===== src/hdl/smpq_pkg.sv =====
`default_nettype none
package smpq_pkg;

  localparam int DEPTH    = 16;
  localparam int TAG_BITS = 16;
  localparam int KEY_W    = 32;
  localparam int TAG_W    = 16;
  localparam int COUNT_W  = 5;
  localparam int CNT_W    = $clog2(DEPTH + 1);
  localparam int CAP_W    = 5;
  localparam int ADDR_W   = 3;
  localparam int DATA_W   = 32;

  localparam logic [ADDR_W-1:0] ADDR_CAPACITY = ADDR_W'(0);
  localparam logic [CAP_W-1:0]  CAP_RESET     = CAP_W'(16);

  typedef enum logic {
    OP_ENQ = 1'b0,
    OP_DEQ = 1'b1
  } op_t;

  typedef struct packed {
    logic [KEY_W-1:0]    key;
    logic [TAG_BITS-1:0] tag;
  } entry_t;

  // broadcast to every cell
  typedef struct packed {
    logic   enq;
    logic   deq;
    entry_t entry;
  } cell_cmd_t;

endpackage
`default_nettype wire


===== src/hdl/sorted_min_priority_queue_unit.sv =====
// a result beat appears in the cycle after its input beat is accepted
// throughput: one enqueue or dequeue per cycle while not stalled; every cell
//   compares its key with the new key in parallel, so no operation iterates
// reset (rst, synchronous): queue empty, capacity_limit = 16, no result pending
// stored keys and tags are not cleared; only slots below the count are read
`default_nettype none
module sorted_min_priority_queue_unit (
  input  logic                         clk,
  input  logic                         rst,
  // operation channel
  input  logic                         in_valid,
  output logic                         in_stall,
  input  logic                         op,
  input  logic [smpq_pkg::KEY_W-1:0]   key_in,
  input  logic [smpq_pkg::TAG_W-1:0]   tag_in,
  // result channel
  output logic                         out_valid,
  input  logic                         out_stall,
  output logic                         ok,
  output logic [smpq_pkg::KEY_W-1:0]   key_out,
  output logic [smpq_pkg::TAG_W-1:0]   tag_out,
  output logic [smpq_pkg::COUNT_W-1:0] count,
  output logic                         is_empty,
  output logic                         is_full,
  // register port
  input  logic                         psel,
  input  logic                         penable,
  input  logic                         pwrite,
  input  logic [smpq_pkg::ADDR_W-1:0]  paddr,
  input  logic [smpq_pkg::DATA_W-1:0]  pwdata,
  output logic [smpq_pkg::DATA_W-1:0]  prdata,
  output logic                         pready
);
  import smpq_pkg::*;

  // configuration
  logic [CAP_W-1:0] capacity_limit;
  logic             cfg_write;

  // occupancy and control
  logic [CNT_W-1:0] entry_count, entry_count_next;
  logic             accept;
  logic             is_deq;
  logic             full_now;
  logic             empty_now;
  logic             enq_ok;
  logic             deq_ok;
  logic [31:0]      eff_cap;
  cell_cmd_t        cmd;

  // cell row
  logic [DEPTH-1:0] occ;
  logic [DEPTH-1:0] shift;
  entry_t           cell_entry [DEPTH];

  // apb: zero wait states, only the capacity register
  assign pready    = 1'b1;
  assign cfg_write = psel && penable && pwrite && pready;
  assign prdata    = (paddr == ADDR_CAPACITY) ? DATA_W'(capacity_limit) : '0;

  always_ff @(posedge clk) begin
    if (rst) begin
      capacity_limit <= CAP_RESET;
    end else if (cfg_write && (paddr == ADDR_CAPACITY)) begin
      capacity_limit <= pwdata[CAP_W-1:0];
    end
  end

  // a new beat enters whenever the result register is free or being drained
  assign in_stall = out_valid && out_stall;
  assign accept   = in_valid && !in_stall;
  assign is_deq   = (op_t'(op) == OP_DEQ);

  // capacity above the row size clamps to the row size
  assign eff_cap   = (32'(capacity_limit) > DEPTH) ? DEPTH : 32'(capacity_limit);
  assign full_now  = 32'(entry_count) >= eff_cap;
  assign empty_now = (entry_count == '0);
  assign enq_ok    = accept && !is_deq && !full_now;
  assign deq_ok    = accept && is_deq && !empty_now;

  always_comb begin
    entry_count_next = entry_count;
    if (enq_ok) begin
      entry_count_next = entry_count + CNT_W'(1);
    end else if (deq_ok) begin
      entry_count_next = entry_count - CNT_W'(1);
    end
  end

  always_ff @(posedge clk) begin
    if (rst) begin
      entry_count <= '0;
    end else begin
      entry_count <= entry_count_next;
    end
  end

  // command broadcast along the row
  assign cmd.enq       = enq_ok;
  assign cmd.deq       = deq_ok;
  assign cmd.entry.key = key_in;
  assign cmd.entry.tag = TAG_BITS'(tag_in);

  // cell i holds a live entry when i is below the count
  // keys ascend from cell 0; an enqueue shifts the tail right by one,
  // a dequeue shifts every cell left by one
  for (genvar i = 0; i < DEPTH; i++) begin : g_cell
    logic   left_occ;
    logic   left_shift;
    entry_t left_entry;
    entry_t right_entry;

    assign occ[i] = (CNT_W'(i) < entry_count);

    if (i == 0) begin : g_head
      assign left_occ   = 1'b1;
      assign left_shift = 1'b0;
      assign left_entry = cmd.entry;
    end else begin : g_body
      assign left_occ   = occ[i-1];
      assign left_shift = shift[i-1];
      assign left_entry = cell_entry[i-1];
    end

    if (i == DEPTH - 1) begin : g_tail
      assign right_entry = cell_entry[i];
    end else begin : g_mid
      assign right_entry = cell_entry[i+1];
    end

    smpq_cell u_cell (
      .clk         (clk),
      .cmd         (cmd),
      .occ         (occ[i]),
      .left_occ    (left_occ),
      .left_shift  (left_shift),
      .left_entry  (left_entry),
      .right_entry (right_entry),
      .entry       (cell_entry[i]),
      .shift       (shift[i])
    );
  end

  // result register
  always_ff @(posedge clk) begin
    if (rst) begin
      out_valid <= 1'b0;
    end else if (accept) begin
      out_valid <= 1'b1;
    end else if (!out_stall) begin
      out_valid <= 1'b0;
    end
  end

  always_ff @(posedge clk) begin
    if (accept) begin
      ok       <= enq_ok || deq_ok;
      // front cell holds the smallest key
      key_out  <= deq_ok ? cell_entry[0].key : '0;
      tag_out  <= deq_ok ? TAG_W'(cell_entry[0].tag) : '0;
      count    <= COUNT_W'(entry_count_next);
      is_empty <= (entry_count_next == '0);
      is_full  <= 32'(entry_count_next) >= eff_cap;
    end
  end

endmodule
`default_nettype wire


===== src/hdl/smpq_cell.sv =====
`default_nettype none
module smpq_cell (
  input  logic               clk,
  input  smpq_pkg::cell_cmd_t cmd,
  input  logic               occ,
  input  logic               left_occ,
  input  logic               left_shift,
  input  smpq_pkg::entry_t   left_entry,
  input  smpq_pkg::entry_t   right_entry,
  output smpq_pkg::entry_t   entry,
  output logic               shift
);
  import smpq_pkg::*;

  logic take;

  // strictly greater: equal keys stay ahead of the new one
  assign shift = occ && (entry.key > cmd.entry.key);
  // first free slot also takes data: the shifted entry, or the new one when nothing ahead moved
  assign take  = shift || (!occ && left_occ);

  always_ff @(posedge clk) begin
    if (cmd.enq && take) begin
      entry <= left_shift ? left_entry : cmd.entry;
    end else if (cmd.deq) begin
      entry <= right_entry;
    end
  end

endmodule
`default_nettype wire


===== config.mk =====
export PLATFORM = sky130hd
export DESIGN_NAME = sorted_min_priority_queue_unit
export DESIGN_NICKNAME = d
export VERILOG_FILES = /design/src/hdl/smpq_pkg.sv /design/src/hdl/sorted_min_priority_queue_unit.sv /design/src/hdl/smpq_cell.sv
export SDC_FILE = /design/constraint.sdc
export NUM_CORES = 2
export LEC_CHECK = 0
export ABC_AREA = 0
export BUFFER_PORTS_ARGS = -buffer_cell sky130_fd_sc_hd__buf_2
export CAP_MARGIN = 20
export CORE_MARGIN = 2
export CORE_UTILIZATION = 35
export DETAILED_ROUTE_END_ITERATION = 8
export SLEW_MARGIN = 15
export SYNTH_ARGS = -nofsm -noshare
export SYNTH_HDL_FRONTEND = slang
export SYNTH_SLANG_ARGS = --single-unit
export TNS_END_PERCENT = 50

===== constraint.sdc =====
create_clock -name clk -period 16.4 [get_ports clk]
set_input_delay 3.28 -clock clk [delete_from_list [all_inputs] [get_ports clk]]
set_output_delay 3.28 -clock clk [all_outputs]
set_load 0.05 [all_outputs]

After elaboration in Yosys (flattened, before gate mapping)

Cells that the tools add are included.

Add/sub/neg operators: 2
Magnitude comparators: 35
Eq/ne operators: 1
Multiplexer cells: 51
Reduce and logical (&&, ||, !) cells: 111

Operators by type and width:

| cell                | number |
|---|---|
| $mux 48             | 45 |
| $gt 32x32->1        | 16 |
| $logic_and 1x1->1   | 56 |
| $lt 4x5->1 const A  | 8 |
| $reduce_bool 2->1   | 15 |
| $logic_not 1->1     | 20 |
| $lt 3x5->1 const A  | 4 |
| $mux 5              | 4 |
| $logic_or 1x1->1    | 17 |
| $ge 5x5->1          | 2 |
| $logic_not 5->1     | 2 |
| $lt 1x5->1 const A  | 2 |
| $lt 2x5->1 const A  | 2 |
| $add 5x1->5 const B | 1 |
| $gt 5x5->1 const B  | 1 |
| $sub 5x1->5 const B | 1 |
| $logic_not 3->1     | 1 |
| $mux 1              | 2 |
| $ne 2x1->1 const B  | 1 |

Output and inout bits: 91
Input bits: 91
Flip-flop bits (word level): 835
Logic and storage cells: 241

Depth between registers and ports, before layout

Depth in word-level cells: 8
Mapped depth: 17
Mapped depth without buffers: 15

By module

A second synthesis with hierarchy kept.

Cells, all modules: 5170
Area, all modules: 57433.8 um^2

Modules (own cells, without submodules):

| module                         | area an instance (um^2) | times used | seq. area each (um^2) | cells an instance |
|---|---|---|---|---|
| smpq_cell                      | 3383.2                  | 16         | 1441.4                | 306 |
| sorted_min_priority_queue_unit | 3301.9                  | 1          | 1901.8                | 274 |

Worst setup path after synthesis

No wires, ideal clock.

Path kind: input -> register
Start: input out_stall
End: register g_cell[1].u_cell.entry[0] (netlist bit), enable pin
Path buffers: 3
Path slack: 8957 ps
Setup time: 384 ps
Cell stages on the path: 10
Data required time: 16016 ps
Data arrival time: 7059 ps
Cell sequence: nand2_1 and2_1 nand3_1 a21o_1 clkbuf_1 or3_1 o41ai_2 buf_2 buf_4 or2_2

Word-level cells in the longest chain between the ends: 7
Elaborated cells between the ends (all ways): 9
Classes of those cells: reduce/logical (9)

Ends and longest elaborated chain:

| item                                   | RTL line                             | source |
|---|---|---|
| start, declared                        | sorted_min_priority_queue_unit.sv:18 | `input logic out_stall,` |
| $logic_and 1x1->1 (*)                  | sorted_min_priority_queue_unit.sv:70 | `assign in_stall = out_valid && out_stall;` |
| $logic_not 1->1 (*)                    | sorted_min_priority_queue_unit.sv:71 | `assign accept = in_valid && !in_stall;` |
| $logic_and 1x1->1 (*)                  | sorted_min_priority_queue_unit.sv:71 |  |
| net accept                             | sorted_min_priority_queue_unit.sv:42 | `logic accept;` |
| $logic_and 1x1->1 (2 in series)        | sorted_min_priority_queue_unit.sv:78 | `assign enq_ok = accept && !is_deq && !full_now;` |
| $logic_and 1x1->1                      | smpq_cell.sv:23                      | `if (cmd.enq && take) begin` |
| $reduce_bool 2->1 (no source line) (*) | --                                   |  |
| end signal, assigned                   | smpq_cell.sv:24                      | `entry <= left_shift ? left_entry : cmd.entry;` |
| end signal, assigned                   | smpq_cell.sv:26                      | `entry <= right_entry;` |
| end, declared                          | smpq_cell.sv:10                      | `output smpq_pkg::entry_t entry,` |

The timed path passes the listed nets; every way through them passes the cells marked *.
A chain may end at the register's enable or synchronous reset.

Worst setup path after layout

Start: input key_in[26] (netlist bit)
End: register g_cell[5].u_cell.entry[12] (netlist bit), enable pin

Word-level cells in the longest chain between the ends: 5

Ends and longest elaborated chain:

| item                               | RTL line                             | source |
|---|---|---|
| start, declared                    | sorted_min_priority_queue_unit.sv:14 | `input logic [smpq_pkg::KEY_W-1:0] key_in,` |
| $gt 32x32->1                       | smpq_cell.sv:18                      | `assign shift = occ && (entry.key > cmd.entry.key);` |
| $logic_and 1x1->1                  | smpq_cell.sv:18                      |  |
| $logic_or 1x1->1                   | smpq_cell.sv:20                      | `assign take = shift \|\| (!occ && left_occ);` |
| $logic_and 1x1->1                  | smpq_cell.sv:23                      |  |
| $reduce_bool 2->1 (no source line) | --                                   |  |
| end signal, assigned               | smpq_cell.sv:24                      |  |
| end signal, assigned               | smpq_cell.sv:26                      |  |
| end, declared                      | smpq_cell.sv:10                      |  |

Every way passes these cells.

==> impl_metrics.json <==
{
  "synth_common_cells": "mux2_2 (1323), edfxtp_1 (824), ha_1 (525)",
  "path_cells": "buf_2, inv_1, ha_1, nand4_1, nor4_1, o31a_1, o21ai_4, buf_4, a21oi_4, buf_4, or2_2, buf_4",
  "wl_per_cell_microns": 24.0,
  "worstSetupEndpointType": "flip-flop",
  "nets": 4814,
  "hold_class": "flip-flop to flip-flop",
  "pwr-share-seq": 0.436,
  "postCtsSetupBuffers": 0,
  "rsz0062_at_grt": "no",
  "p_total_uw": 6820,
  "timing.final.ws_setup_ns": 8.04,
  "synth_area_leader_cell": "edfxtp_1",
  "cts_tree": "yes",
  "pre_cts_slack_ns": 7.30,
  "dp_hpwl_microns": 107000,
  "synthArstFlopShare": 0,
  "power.leakage_uw": 0.0223,
  "htree_levels": 3,
  "cts_made_buffers": 96,
  "status": "completed",
  "cpMostUsedCell": "buf_4",
  "drive_gt1_frac": 0.401,
  "area_growth_pct": 10.3,
  "slowest_stage": "nor4_1",
  "cp_num_buf_inv": 5,
  "vias_per_cell": 5.50,
  "clk_path_buf_depth": 3,
  "initial_core_util": 0.352,
  "netlist_top_cells_area": "edfxtp_1 (45%), mux2_2 (27%), ha_1 (12%)",
  "dr.pass1.iters": 7,
  "port_buffers": 126,
  "grt_max_degree": 50,
  "finalSetupViolations": 0,
  "crit_type": "primary input to flip-flop",
  "holdBufCountCts": 0,
  "synth_top_cell_area_share": 0.449,
  "required_ns": 16.75,
  "synthesis.area_sq_mm": 0.0551,
  "grt_use_total": 0.186,
  "ant_nets": 0,
  "p_per_area_mw_per_mm2": 112,
  "clk_pin_slew_ns": 0.06,
  "skew_ns": 0.0462,
  "holdWs_ns": 0.541,
  "wirelength_microns": 152000,
  "vias": 34900,
  "max_slew_margin": 0.321,
  "tightest_slew_ns": 1.02,
  "tns_ns": 0,
  "clock_latency_ns": 0.74,
  "die_area_sq_mm": 0.161,
  "clock-root-buffer": "clkbuf_16",
  "p_clk_frac": 0.303,
  "grt_pass1_vias": 35800,
  "synth_cells": 4129,
  "cp.arrival_ns": 8.70,
  "ys_ff_latch": 835,
  "gp_routability_congestion": 0.878,
  "combPwrFrac": 0.261,
  "synthDistinctLibCells": 61,
  "cts.sinks": 835,
  "die_w_microns": 401,
  "drc_errors": 0,
  "cp_top_family": "buffers and inverters",
  "max_stage_delay_ns": 0.78,
  "p_int_uw": 4650,
  "grt_pass1_wl_microns": 230000,
  "fillerInstances": 14800,
  "core_sq_mm": 0.156,
  "synth_warnings": 0,
  "syn_area_per_cell_sq_um": 13.3,
  "hold_violations": 0,
  "yosysSeqAreaShare": 0.453,
  "path_max_fanout": 49,
  "vdd_drop_max_mv": 0.0838,
  "synth_edf_count": 824,
  "slew_violations": 0,
  "antenna_found_initial": 17,
  "cts-resized-gates": 0,
  "grt_overflow_total": 0,
  "switching_share": 0.318,
  "maxCapViolations": 0,
  "switchingPower_uw": 2170,
  "io_pins": 182,
  "yosysMostFrequentCell": "mux2_2",
  "fp.dieH_microns": 401,
  "num_rows": 145,
  "drt_iter0_markers": 2480,
  "period_needed_ns": 8.36,
  "synth_ff_type": "edfxtp_1",
  "timing.final.crit_share": 0.510,
  "fmax_ghz": 0.120,
  "worstSetupStartpointType": "primary input"
}
==> routing by layer <==
layer	global-route usage	wire (microns)
met5	0	57
met4	0.0681	4880
met3	0.0254	7560
met2	0.314	72600
met1	0.243	67200
==> flip-flops by register name (all words and copies together), names as in the netlist <==
signal,count
g_cell.u_cell.entry,768
is_empty,1
out_valid,1
count,5
ok,1
capacity_limit,5
key_out,32
tag_out,16
entry_count,5
is_full,1
==> power groups by stage <==
stage	clock network [uW]	registers [uW]	logic, uW
finish	2070	2980	1780
CTS	2110	2970	1790
global route	2190	3010	1940
floorplan	0	2970	1240
global placement	0	3010	1740
detailed placement	0	3020	1780
==> layout make-up <==
| class | count | area, sq um | area share |
|---|---|---|---|
| multi-input cells | 3003 | 29000 | 0.476 |
| flip-flops and latches | 835 | 25000 | 0.411 |
| well taps | 2058 | 2570 | 0.0423 |
| clock buffers | 119 | 2490 | 0.0409 |
| repair buffers | 188 | 1100 | 0.0180 |
| clock inverters | 58 | 438 | 0.00720 |
| inverters | 74 | 278 | 0.00457 |
| diodes | 4 | 10.0 | 0.000165 |
==> through the flow <==
step	utilization	cell area (sq um)	std cells
finish	0.389	60800	6339
CTS	0.389	60800	6335
floorplan	-	55200	4155
global placement	0.370	57900	6158
detailed placement	0.370	57900	6158
global route	0.389	60800	6338
==> worst min-delay path, stage by stage (launching register included) <==
cell and delay (ns):
dfxtp_1 0.35, mux2i_1 0.08, nor2_1 0.07
==> layout by cell type (no fill, tap or decap), types with 59 or more instances in the layout <==
cell type  count
a21oi_1      205
buf_2        126
buf_4         62
clkbuf_16     96
edfxtp_1     824
ha_1         525
inv_1         74
mux2_1        61
mux2_2      1323
nand2_1      139
nand4_1      102
nor2_1        59
o21ai_0       83
==> logic make-up (layout without fill, tap and decap cells) <==
group | count (synthesis) | in the layout | synth area share
other | 2 | 32 | 0.000136
and+or+nand+nor | 533 | 533 | 0.0511
buffers and inverters | 317 | 439 | 0.0284
adders and majority gates | 525 | 525 | 0.119
muxes | 1444 | 1444 | 0.296
DFF | 835 | 835 | 0.453
AOI/OAI and AO/OA | 470 | 470 | 0.0516
xor gates and xnor gates | 3 | 3 | 0.000477
==> final timing paths <==
kind | startpoint | endpoint | slack (ns) | cells after the start
worst max-delay path | key_in[26] | g_cell[5].u_cell.entry[12] | 8.04 | 12
worst min register to register | capacity_limit[0] | capacity_limit[0] | 0.54 | 2
worst max register to register | g_cell[5].u_cell.entry[43] | g_cell[5].u_cell.entry[12] | 11.14 | 10
worst min-delay path | capacity_limit[0] | capacity_limit[0] | 0.54 | 2
(Power assumes the default switching activity.)
